==> src/hw/rtl/pkcs7u_pkg.sv <==
// Shared types and constants for the PKCS7 padding removal stream block.
// Used by pkcs7u_outreg and pkcs7_unpad_stream; no dependencies.
package pkcs7u_pkg;

  localparam int MAX_BLOCK = 16;
  localparam int MAX_LOG   = $clog2(MAX_BLOCK);
  localparam int ADDR_W    = $clog2(MAX_BLOCK);
  localparam int CNT_W     = $clog2(MAX_BLOCK + 1);
  localparam int LEN_W     = 16;

  // Configuration register indexes
  localparam logic CFG_BLOCK_LOG2 = 1'b0;
  localparam logic CFG_DEST_CAP   = 1'b1;

  // Result status codes
  localparam logic [1:0] ST_OK  = 2'd0;
  localparam logic [1:0] ST_CAP = 2'd1;
  localparam logic [1:0] ST_PAD = 2'd2;

  typedef struct packed {
    logic [7:0]       data;
    logic             bvalid;
    logic             done;
    logic [1:0]       status;
    logic [LEN_W-1:0] mlen;
  } pu_item_t;

endpackage

==> src/hw/rtl/pkcs7u_ram.sv <==
// Generic single-port RAM with registered read data.
// No dependencies.
module pkcs7u_ram #(
  parameter int WIDTH = 8,
  parameter int DEPTH = 16
) (
  input  logic                     clk,
  input  logic                     we,
  input  logic                     re,
  input  logic [$clog2(DEPTH)-1:0] addr,
  input  logic [WIDTH-1:0]         wdata,
  output logic [WIDTH-1:0]         rdata
);

  logic [WIDTH-1:0] mem [DEPTH];

  always_ff @(posedge clk) begin
    if (we) begin
      mem[addr] <= wdata;
    end
    if (re) begin
      rdata <= mem[addr];
    end
  end

endmodule

==> src/hw/rtl/pkcs7u_outreg.sv <==
// Output register for result items: holds one item until the sink takes it.
// Depends on pkcs7u_pkg.
module pkcs7u_outreg
  import pkcs7u_pkg::*;
(
  input  logic     clk,
  input  logic     rst,
  input  logic     ld,
  input  pu_item_t ld_item,
  input  logic     out_ready,
  output logic     out_valid,
  output pu_item_t item,
  output logic     slot_free
);

  assign slot_free = !out_valid || out_ready;

  always_ff @(posedge clk) begin
    if (rst) begin
      out_valid <= 1'b0;
    end else if (ld && slot_free) begin
      out_valid <= 1'b1;
    end else if (out_ready) begin
      out_valid <= 1'b0;
    end
  end

  always_ff @(posedge clk) begin
    if (ld && slot_free) begin
      item <= ld_item;
    end
  end

endmodule

==> src/hw/rtl/pkcs7_unpad_stream.sv <==
// PKCS7 padding removal over a byte stream: sequencer, counters and delay store.
// Depends on pkcs7u_pkg, pkcs7u_ram and pkcs7u_outreg.
//
// One padded byte is taken per input item. The newest block of bytes waits in a
// 16-entry ring RAM; the byte pushed out of it is emitted while fewer than
// dest_capacity bytes have gone out. A non-final item is pushed into the store,
// after a read and pop of the oldest byte when the store is full; every store
// access goes through the single RAM port, one access per cycle. The final item
// checks the padding with one RAM read per pad byte before the last and emits
// the block's message bytes that fit under dest_capacity with one read each,
// waiting while the sink stalls. The last result carries done_res, status (padding
// error over capacity error) and message_length. No clearing pass after reset.
module pkcs7_unpad_stream
  import pkcs7u_pkg::*;
(
  input  logic             clk,
  input  logic             rst,
  input  logic             cfg_we,
  input  logic             cfg_index,
  input  logic [LEN_W-1:0] cfg_wdata,
  input  logic             in_valid,
  output logic             in_ready,
  input  logic [7:0]       in_byte,
  input  logic             is_last,
  output logic             out_valid,
  input  logic             out_ready,
  output logic [7:0]       out_byte,
  output logic             byte_valid,
  output logic             done_res,
  output logic [1:0]       status,
  output logic [LEN_W-1:0] message_length
);

  localparam logic [3:0] S_IDLE     = 4'd0;
  localparam logic [3:0] S_POPRD    = 4'd1;
  localparam logic [3:0] S_POP      = 4'd2;
  localparam logic [3:0] S_PUSH     = 4'd3;
  localparam logic [3:0] S_CHK_INIT = 4'd4;
  localparam logic [3:0] S_CHK_RD   = 4'd5;
  localparam logic [3:0] S_CHK_CMP  = 4'd6;
  localparam logic [3:0] S_EM_INIT  = 4'd7;
  localparam logic [3:0] S_EM_POP   = 4'd8;
  localparam logic [3:0] S_EM_RD    = 4'd9;
  localparam logic [3:0] S_EM_OUT   = 4'd10;
  localparam logic [3:0] S_FIN      = 4'd11;

  localparam logic [LEN_W-1:0] LEN_MAX = {LEN_W{1'b1}};

  logic [3:0]        state, state_next;
  logic [2:0]        blk_log2;
  logic [LEN_W-1:0]  capacity;
  logic [CNT_W-1:0]  bsz, bsz_next;
  logic [CNT_W-1:0]  fill, fill_next;
  logic [ADDR_W-1:0] wp, wp_next;
  logic [LEN_W-1:0]  total, total_next;
  logic [LEN_W-1:0]  written, written_next;
  logic [7:0]        byte_r, byte_r_next;
  logic              last_r, last_r_next;
  logic [7:0]        popped, popped_next;
  logic              pe, pe_next;
  logic              perr, perr_next;
  logic [CNT_W-1:0]  jj, jj_next;
  logic [CNT_W-1:0]  lim, lim_next;
  logic [CNT_W-1:0]  msg, msg_next;
  logic [CNT_W-1:0]  nblk, nblk_next;
  logic              any, any_next;
  logic [1:0]        stat, stat_next;
  logic [LEN_W-1:0]  mlen, mlen_next;

  logic [2:0]        b_log_cfg;
  logic [CNT_W-1:0]  b_cfg;
  logic [CNT_W-1:0]  fill_cl;
  logic              ram_we, ram_re;
  logic [ADDR_W-1:0] ram_addr;
  logic [7:0]        ram_rdata;
  logic              ld, slot_free;
  pu_item_t          ld_item, item;
  logic [LEN_W-1:0]  room, mlen_raw;
  logic              cerr, emit;

  assign in_ready  = (state == S_IDLE);
  assign b_log_cfg = (blk_log2 > 3'(MAX_LOG)) ? 3'(MAX_LOG) : blk_log2;
  assign b_cfg     = CNT_W'(1) << b_log_cfg;
  assign fill_cl   = (fill > b_cfg) ? b_cfg : fill;
  assign emit      = (written < capacity);

  // Store accesses: one per cycle through the single RAM port
  always_comb begin
    ram_we   = 1'b0;
    ram_re   = 1'b0;
    ram_addr = wp;
    case (state)
      S_POPRD: begin
        ram_re   = 1'b1;
        ram_addr = wp - fill[ADDR_W-1:0];
      end
      S_PUSH: begin
        ram_we   = 1'b1;
        ram_addr = wp;
      end
      S_CHK_RD: begin
        ram_re   = (jj < lim);
        ram_addr = wp - ADDR_W'(1) - jj[ADDR_W-1:0];
      end
      S_EM_RD: begin
        ram_re   = (jj < nblk);
        ram_addr = wp - fill[ADDR_W-1:0] + jj[ADDR_W-1:0];
      end
      default: begin
        ram_re = 1'b0;
      end
    endcase
  end

  always_comb begin
    room     = emit ? (capacity - written) : '0;
    mlen_raw = (total > LEN_W'(byte_r)) ? (total - LEN_W'(byte_r)) : '0;
    cerr     = (mlen_raw > capacity);
  end

  always_comb begin
    state_next   = state;
    bsz_next     = bsz;
    fill_next    = fill;
    wp_next      = wp;
    total_next   = total;
    written_next = written;
    byte_r_next  = byte_r;
    last_r_next  = last_r;
    popped_next  = popped;
    pe_next      = pe;
    perr_next    = perr;
    jj_next      = jj;
    lim_next     = lim;
    msg_next     = msg;
    nblk_next    = nblk;
    any_next     = any;
    stat_next    = stat;
    mlen_next    = mlen;
    ld           = 1'b0;
    ld_item      = '0;
    case (state)
      S_IDLE: begin
        if (in_valid) begin
          byte_r_next = in_byte;
          last_r_next = is_last;
          bsz_next    = b_cfg;
          fill_next   = fill_cl;   // drop bytes older than the current block
          pe_next     = 1'b0;
          state_next  = (fill_cl == b_cfg) ? S_POPRD : S_PUSH;
        end
      end
      S_POPRD: begin
        state_next = S_POP;
      end
      S_POP: begin
        // Hold while a non-final pushed-out byte cannot be placed
        if (last_r || !emit || slot_free) begin
          fill_next = fill - CNT_W'(1);
          if (emit) begin
            written_next = written + LEN_W'(1);
          end
          if (last_r) begin
            popped_next = ram_rdata;
            pe_next     = emit;
          end else if (emit) begin
            ld             = 1'b1;
            ld_item.data   = ram_rdata;
            ld_item.bvalid = 1'b1;
          end
          state_next = S_PUSH;
        end
      end
      S_PUSH: begin
        wp_next   = wp + ADDR_W'(1);
        fill_next = fill + CNT_W'(1);
        if (total != LEN_MAX) begin
          total_next = total + LEN_W'(1);
        end
        state_next = last_r ? S_CHK_INIT : S_IDLE;
      end
      S_CHK_INIT: begin
        perr_next = (byte_r == 8'd0) || (byte_r > 8'(bsz)) ||
                    ((total & LEN_W'(bsz - CNT_W'(1))) != '0);
        lim_next  = (byte_r >= 8'(fill)) ? fill : byte_r[CNT_W-1:0];
        msg_next  = (byte_r >= 8'(fill)) ? '0 : (fill - byte_r[CNT_W-1:0]);
        jj_next   = CNT_W'(1);
        state_next = S_CHK_RD;
      end
      S_CHK_RD: begin
        state_next = (jj < lim) ? S_CHK_CMP : S_EM_INIT;
      end
      S_CHK_CMP: begin
        if (ram_rdata != byte_r) begin
          perr_next = 1'b1;
        end
        jj_next    = jj + CNT_W'(1);
        state_next = S_CHK_RD;
      end
      S_EM_INIT: begin
        nblk_next  = (LEN_W'(msg) > room) ? room[CNT_W-1:0] : msg;
        mlen_next  = cerr ? capacity : mlen_raw;
        stat_next  = perr ? ST_PAD : (cerr ? ST_CAP : ST_OK);
        jj_next    = '0;
        any_next   = 1'b0;
        state_next = S_EM_POP;
      end
      S_EM_POP: begin
        if (!pe) begin
          state_next = S_EM_RD;
        end else if (slot_free) begin
          ld             = 1'b1;
          ld_item.data   = popped;
          ld_item.bvalid = 1'b1;
          if (nblk == '0) begin
            ld_item.done   = 1'b1;
            ld_item.status = stat;
            ld_item.mlen   = mlen;
          end
          any_next   = 1'b1;
          pe_next    = 1'b0;
          state_next = S_EM_RD;
        end
      end
      S_EM_RD: begin
        if (jj < nblk) begin
          state_next = S_EM_OUT;
        end else if (any) begin
          state_next = S_FIN;
        end else if (slot_free) begin
          // Nothing emitted: send a bare status item
          ld             = 1'b1;
          ld_item.done   = 1'b1;
          ld_item.status = stat;
          ld_item.mlen   = mlen;
          state_next     = S_FIN;
        end
      end
      S_EM_OUT: begin
        if (slot_free) begin
          ld             = 1'b1;
          ld_item.data   = ram_rdata;
          ld_item.bvalid = 1'b1;
          if (jj == nblk - CNT_W'(1)) begin
            ld_item.done   = 1'b1;
            ld_item.status = stat;
            ld_item.mlen   = mlen;
          end
          written_next = written + LEN_W'(1);
          any_next     = 1'b1;
          jj_next      = jj + CNT_W'(1);
          state_next   = S_EM_RD;
        end
      end
      S_FIN: begin
        fill_next    = '0;
        total_next   = '0;
        written_next = '0;
        state_next   = S_IDLE;
      end
      default: begin
        state_next = S_IDLE;
      end
    endcase
  end

  always_ff @(posedge clk) begin
    if (rst) begin
      state    <= S_IDLE;
      fill     <= '0;
      total    <= '0;
      written  <= '0;
      wp       <= '0;
      pe       <= 1'b0;
      any      <= 1'b0;
      blk_log2 <= 3'(MAX_LOG);
      capacity <= LEN_MAX;
    end else begin
      state   <= state_next;
      fill    <= fill_next;
      total   <= total_next;
      written <= written_next;
      wp      <= wp_next;
      pe      <= pe_next;
      any     <= any_next;
      if (cfg_we) begin
        case (cfg_index)
          CFG_BLOCK_LOG2: blk_log2 <= cfg_wdata[2:0];
          CFG_DEST_CAP:   capacity <= cfg_wdata;
          default:        capacity <= capacity;
        endcase
      end
    end
  end

  always_ff @(posedge clk) begin
    bsz    <= bsz_next;
    byte_r <= byte_r_next;
    last_r <= last_r_next;
    popped <= popped_next;
    perr   <= perr_next;
    jj     <= jj_next;
    lim    <= lim_next;
    msg    <= msg_next;
    nblk   <= nblk_next;
    stat   <= stat_next;
    mlen   <= mlen_next;
  end

  pkcs7u_ram #(
    .WIDTH(8),
    .DEPTH(MAX_BLOCK)
  ) u_store (
    .clk  (clk),
    .we   (ram_we),
    .re   (ram_re),
    .addr (ram_addr),
    .wdata(byte_r),
    .rdata(ram_rdata)
  );

  pkcs7u_outreg u_outreg (
    .clk      (clk),
    .rst      (rst),
    .ld       (ld),
    .ld_item  (ld_item),
    .out_ready(out_ready),
    .out_valid(out_valid),
    .item     (item),
    .slot_free(slot_free)
  );

  assign out_byte       = item.data;
  assign byte_valid     = item.bvalid;
  assign done_res       = item.done;
  assign status         = item.status;
  assign message_length = item.mlen;

  a_fill_bound: assert property (@(posedge clk) disable iff (rst)
    fill <= CNT_W'(MAX_BLOCK))
    else $error("store fill count exceeds block store depth");

  a_leave_idle: assert property (@(posedge clk) disable iff (rst)
    (in_valid && in_ready) |=> !in_ready)
    else $error("sequencer stayed ready after taking an item");

  a_bare_is_done: assert property (@(posedge clk) disable iff (rst)
    (out_valid && !byte_valid) |-> done_res)
    else $error("result without a byte is not the final result");

  a_fin_clears: assert property (@(posedge clk) disable iff (rst)
    (state == S_FIN) |=> (fill == '0 && total == '0 && written == '0))
    else $error("counts not cleared after the final item");

  a_no_load_blocked: assert property (@(posedge clk) disable iff (rst)
    (out_valid && !out_ready) |=> ($stable(out_byte) && $stable(done_res)))
    else $error("pending result overwritten while stalled");

endmodule
==> config.mk <==
export PLATFORM = sky130hd
export DESIGN_NAME = pkcs7_unpad_stream
export DESIGN_NICKNAME = d
export VERILOG_FILES = /design/src/hw/rtl/pkcs7u_pkg.sv /design/src/hw/rtl/pkcs7u_ram.sv /design/src/hw/rtl/pkcs7u_outreg.sv /design/src/hw/rtl/pkcs7_unpad_stream.sv
export SDC_FILE = /design/constraint.sdc
export NUM_CORES = 1
export LEC_CHECK = 0
export BUFFER_PORTS_ARGS = -buffer_cell sky130_fd_sc_hd__clkbuf_2
export CAP_MARGIN = 20
export CORE_ASPECT_RATIO = 1.25
export CORE_MARGIN = 2
export CORE_UTILIZATION = 44
export DETAILED_ROUTE_END_ITERATION = 8
export SETUP_SLACK_MARGIN = 0.2
export SYNTH_ARGS = -nofsm -noshare
export SYNTH_HDL_FRONTEND = slang
export SYNTH_HIERARCHICAL = 1
export SYNTH_SLANG_ARGS = --single-unit
==> constraint.sdc <==
create_clock -name clk -period 10.7 [get_ports clk]
set_input_delay 3.21 -clock clk [delete_from_list [all_inputs] [get_ports clk]]
set_output_delay 3.21 -clock clk [all_outputs]
set_load 0.1 [all_outputs]
==> impl_results.md <==
* Top cells by area, synth: edfxtp_1 (43%), dfxtp_1 (8.5%), ha_1 (7.3%), mux4_2 (4.6%), nand2_1 (2.5%)
* Vias in the first global route at 10.90k
* Layout Skew at 0.01560 ns
* H-Tree Depth at 1
* Synth Cell Area at ~16000 um^2
* Post-synthesis sequential area ratio at 0.5134
* WL per Instance at 19.97 um
* Status: completed
* Grt total ovfl at 0
* CP Cell Sequence: inv_1 > fa_1 > a21o_1 > a211oi_1 > o21ai_0 > nand2_1 > o21a_1 > nor3b_1 > or2_2 > ha_1 > nand4_1 > nor2_1 > o2111ai_1 > a21oi_1 > o31a_1 > mux2_2
* Pin count of the biggest net entering global routing at 40
* Starting Density at 0.4461
* Postcts setup bufs at 0
* Worst Path Max Fanout at 21
* Reg2reg setup slack at 4.93 ns
* DRT Wirelength at 38800 um
* Initial antenna violation count at 0
* Slew Limit Headroom at 0.2983
* Main synth FF type: edfxtp_1
* Synth-to-Final Area Change at 11.59%
* Clk sinks at about 300
* GRT Util Overall at 0.2067
* CTS Buf Count at 30
* Worst-Margin Slew at approximately 1.0 ns
* Gpl congestion at 0.8977
* Endpoint class of the critical path: flip-flop
* Final setup viols at 0
* MaxCap Viol Count at 0
* Drt first-iter violations at 706
* Cell area after layout at 17600 um^2
* Yosys warnings at 6
* Post-Route Utilization at 0.4978
* I/O Buffers at 60
* Required @ worst endpoint at ~11 ns
* Net Count, Synth at 1529
* Placed cell area at 16520 um^2
* Final Critical Period at 5.766 ns
* Area of the multi-input gates at 7056 um^2
* Cell accounting for the most synthesized area: edfxtp_1
* Fmax at 173.4 MHz
* Post-route ant nets at 0
* Slowest library cell on the worst path: edfxtp_1
* Slowest stage delay, CP at 0.81 ns
* Setup TNS at 0 ns
* Number of synthesized flops with an enable pin at between 200 and 250
* Synth cell count leaders: edfxtp_1 (225), nand2_1 (103), nor2_1 (103), inv_1 (96), ha_1 (92)
* Family with the most delay on the worst path: compound AO/OA/AOI/OAI gates
* CP Launch Type: flip-flop
* Via/cell ratio at 5.678
* Synthesized flop and latch total at 292
* Mapped Cells at 1399
* Share of cells above drive strength 1 at 0.1334
* Residual DRC at 0
* Diodes inserted at 0
* RSZ-0062 raised after global routing: false
* Core box area at 35360 um^2
* Die Width at 173.4 um
* Placed Cells at 1885
* Max Transition Viols Final at 0
* Cts hold-fix bufs at 0
* Post-Layout Cell Count at ~1.9k
* First-pass GRT wire length at 60640 um
* Final nets at ~1.6k
* Clock Path Buffers at 3
* Post-synth cell types at 93
* Cell with the most instances after synthesis: edfxtp_1
* Avg Cell Area, Syn at between 10 and 15 um^2
* Cts repair resizes at 0
* Synth top area share at 0.4283
* # rows at 77
* Worst-Skew Late Latency at 0.59 ns
* Peak VDD IR at approximately 150 uV
* Total chip power at 3.593 mW
* Min-Delay Path Class: flip-flop to flip-flop
* DR pass1 iterations at 5
* P per Cell Area at 204.1 nW/um^2
* Via count at 11.03k
* Die H at about 220 um
* Static leakage at 6.630 nW
* Die Footprint at between 30000 and 40000 um^2
* Post-DP HPWL at 27970 um
* WP buf/inv at 1
* Clock transition at path regs at ~0.070 ns
* WS Path Type: flip-flop to flip-flop
* Reg area at 8098 um^2
* Clk root buf: clkbuf_16
* Post-synth ARST share at 0
* Final Hold Fails at 0
* Crit share post-route at 0.5389
* Number of fill cells at 3184
* Ports at 61
* Worst path arrival time at 6.09 ns
* CTS tree: yes
[flip-flops by register name (all words and copies together), names as in the netlist, 4 cells and up]
signal	cells
u_store/mem	128
wp	4
popped	8
byte_r	8
fill	5
u_outreg/item	28
capacity	16
lim	5
mlen	16
msg	5
state	4
total	16
nblk	5
u_store/rdata	8
written	16
jj	5
bsz	5
[worst register-to-register path, cell delays in order (launching register included)]
cell	delay [ns]
edfxtp_1	0.81
inv_1	0.31
fa_1	0.50
a21o_1	0.20
a211oi_1	0.30
o21ai_0	0.23
nand2_1	0.17
o21a_1	0.56
nor3b_1	0.14
or2_2	0.30
ha_1	0.29
nand4_1	0.12
nor2_1	0.18
o2111ai_1	0.13
a21oi_1	0.16
o31a_1	0.69
mux2_2	0.42
[report_power, final]
| group | internal [mW] | total (mW) | switching [mW] |
|---|---|---|---|
| clock | 0.656 | 1.10 | 0.445 |
| combinational | 0.394 | 1.07 | 0.671 |
| sequential | 1.33 | 1.43 | 0.0922 |
[metal layers]
metal,up-vias,wire [um],track usage
met2,283,19440,0.3583
met3,88,1561,0.02167
met4,0,1893,0.1011
met5,-,0,0
met1,5382,15910,0.2582
li1,5279,-,-
[layout make-up]
type,count,area share
clock inverters,14,0.01294
flip-flops and latches,292,0.4601
repair buffers,75,0.02481
inverters,100,0.02132
well taps,474,0.03369
multi-input cells,946,0.4008
clock buffers,42,0.04635
[through the flow]
stage / setup WS, ns / hold slack [ns]
4_1_cts: 4.912 / 0.4846
5_1_grt: 4.424 / 0.4977
3_3_place_gp: 4.779 / 0.4604
2_1_floorplan: 3.830 / 0.4271
6_report: 4.934 / 0.4819
3_5_place_dp: 4.753 / 0.4756
[logic make-up after synthesis]
family	synth area share
adders and majority gates	0.08186
DFF	0.5134
buffers and inverters	0.04164
and+or+nand+nor	0.1434
AOI/OAI and AO/OA	0.1153
muxes	0.06663
xor gates and xnor gates	0.03776
[path summary, 6_finish.rpt]
| kind | from | to | depth (start not counted) |
|---|---|---|---|
| max reg2reg | byte_r[1] | mlen[2] | 16 |
| max | byte_r[1] | mlen[2] | 16 |
| min reg2reg | written[13] | written[13] | 2 |
| min | written[13] | written[13] | 2 |
[cells in the final DEF, fill, tap and decap left out, drive strengths merged, types with 7 or more instances in the layout]
cell type  instances
edfxtp           225
a22o               9
and2              30
clkinv            10
buf               15
nand3             62
clkbuf           102
o211ai             7
nand2b             8
nor2b             21
nor2             104
xnor2             36
nand2            103
nor4              16
dfxtp             67
a211oi            10
inv               99
nor3              25
o31ai             14
fa                 7
or4                8
o21a              11
a21o              16
mux2i             18
or2                9
or3               12
ha                92
mux2              13
o22ai              8
mux4              32
and3              12
a21oi             70
o21ai             54
xor2              32
a22oi             20
nand4             18
No activity file was read; power rests on OpenSTA's default activity.
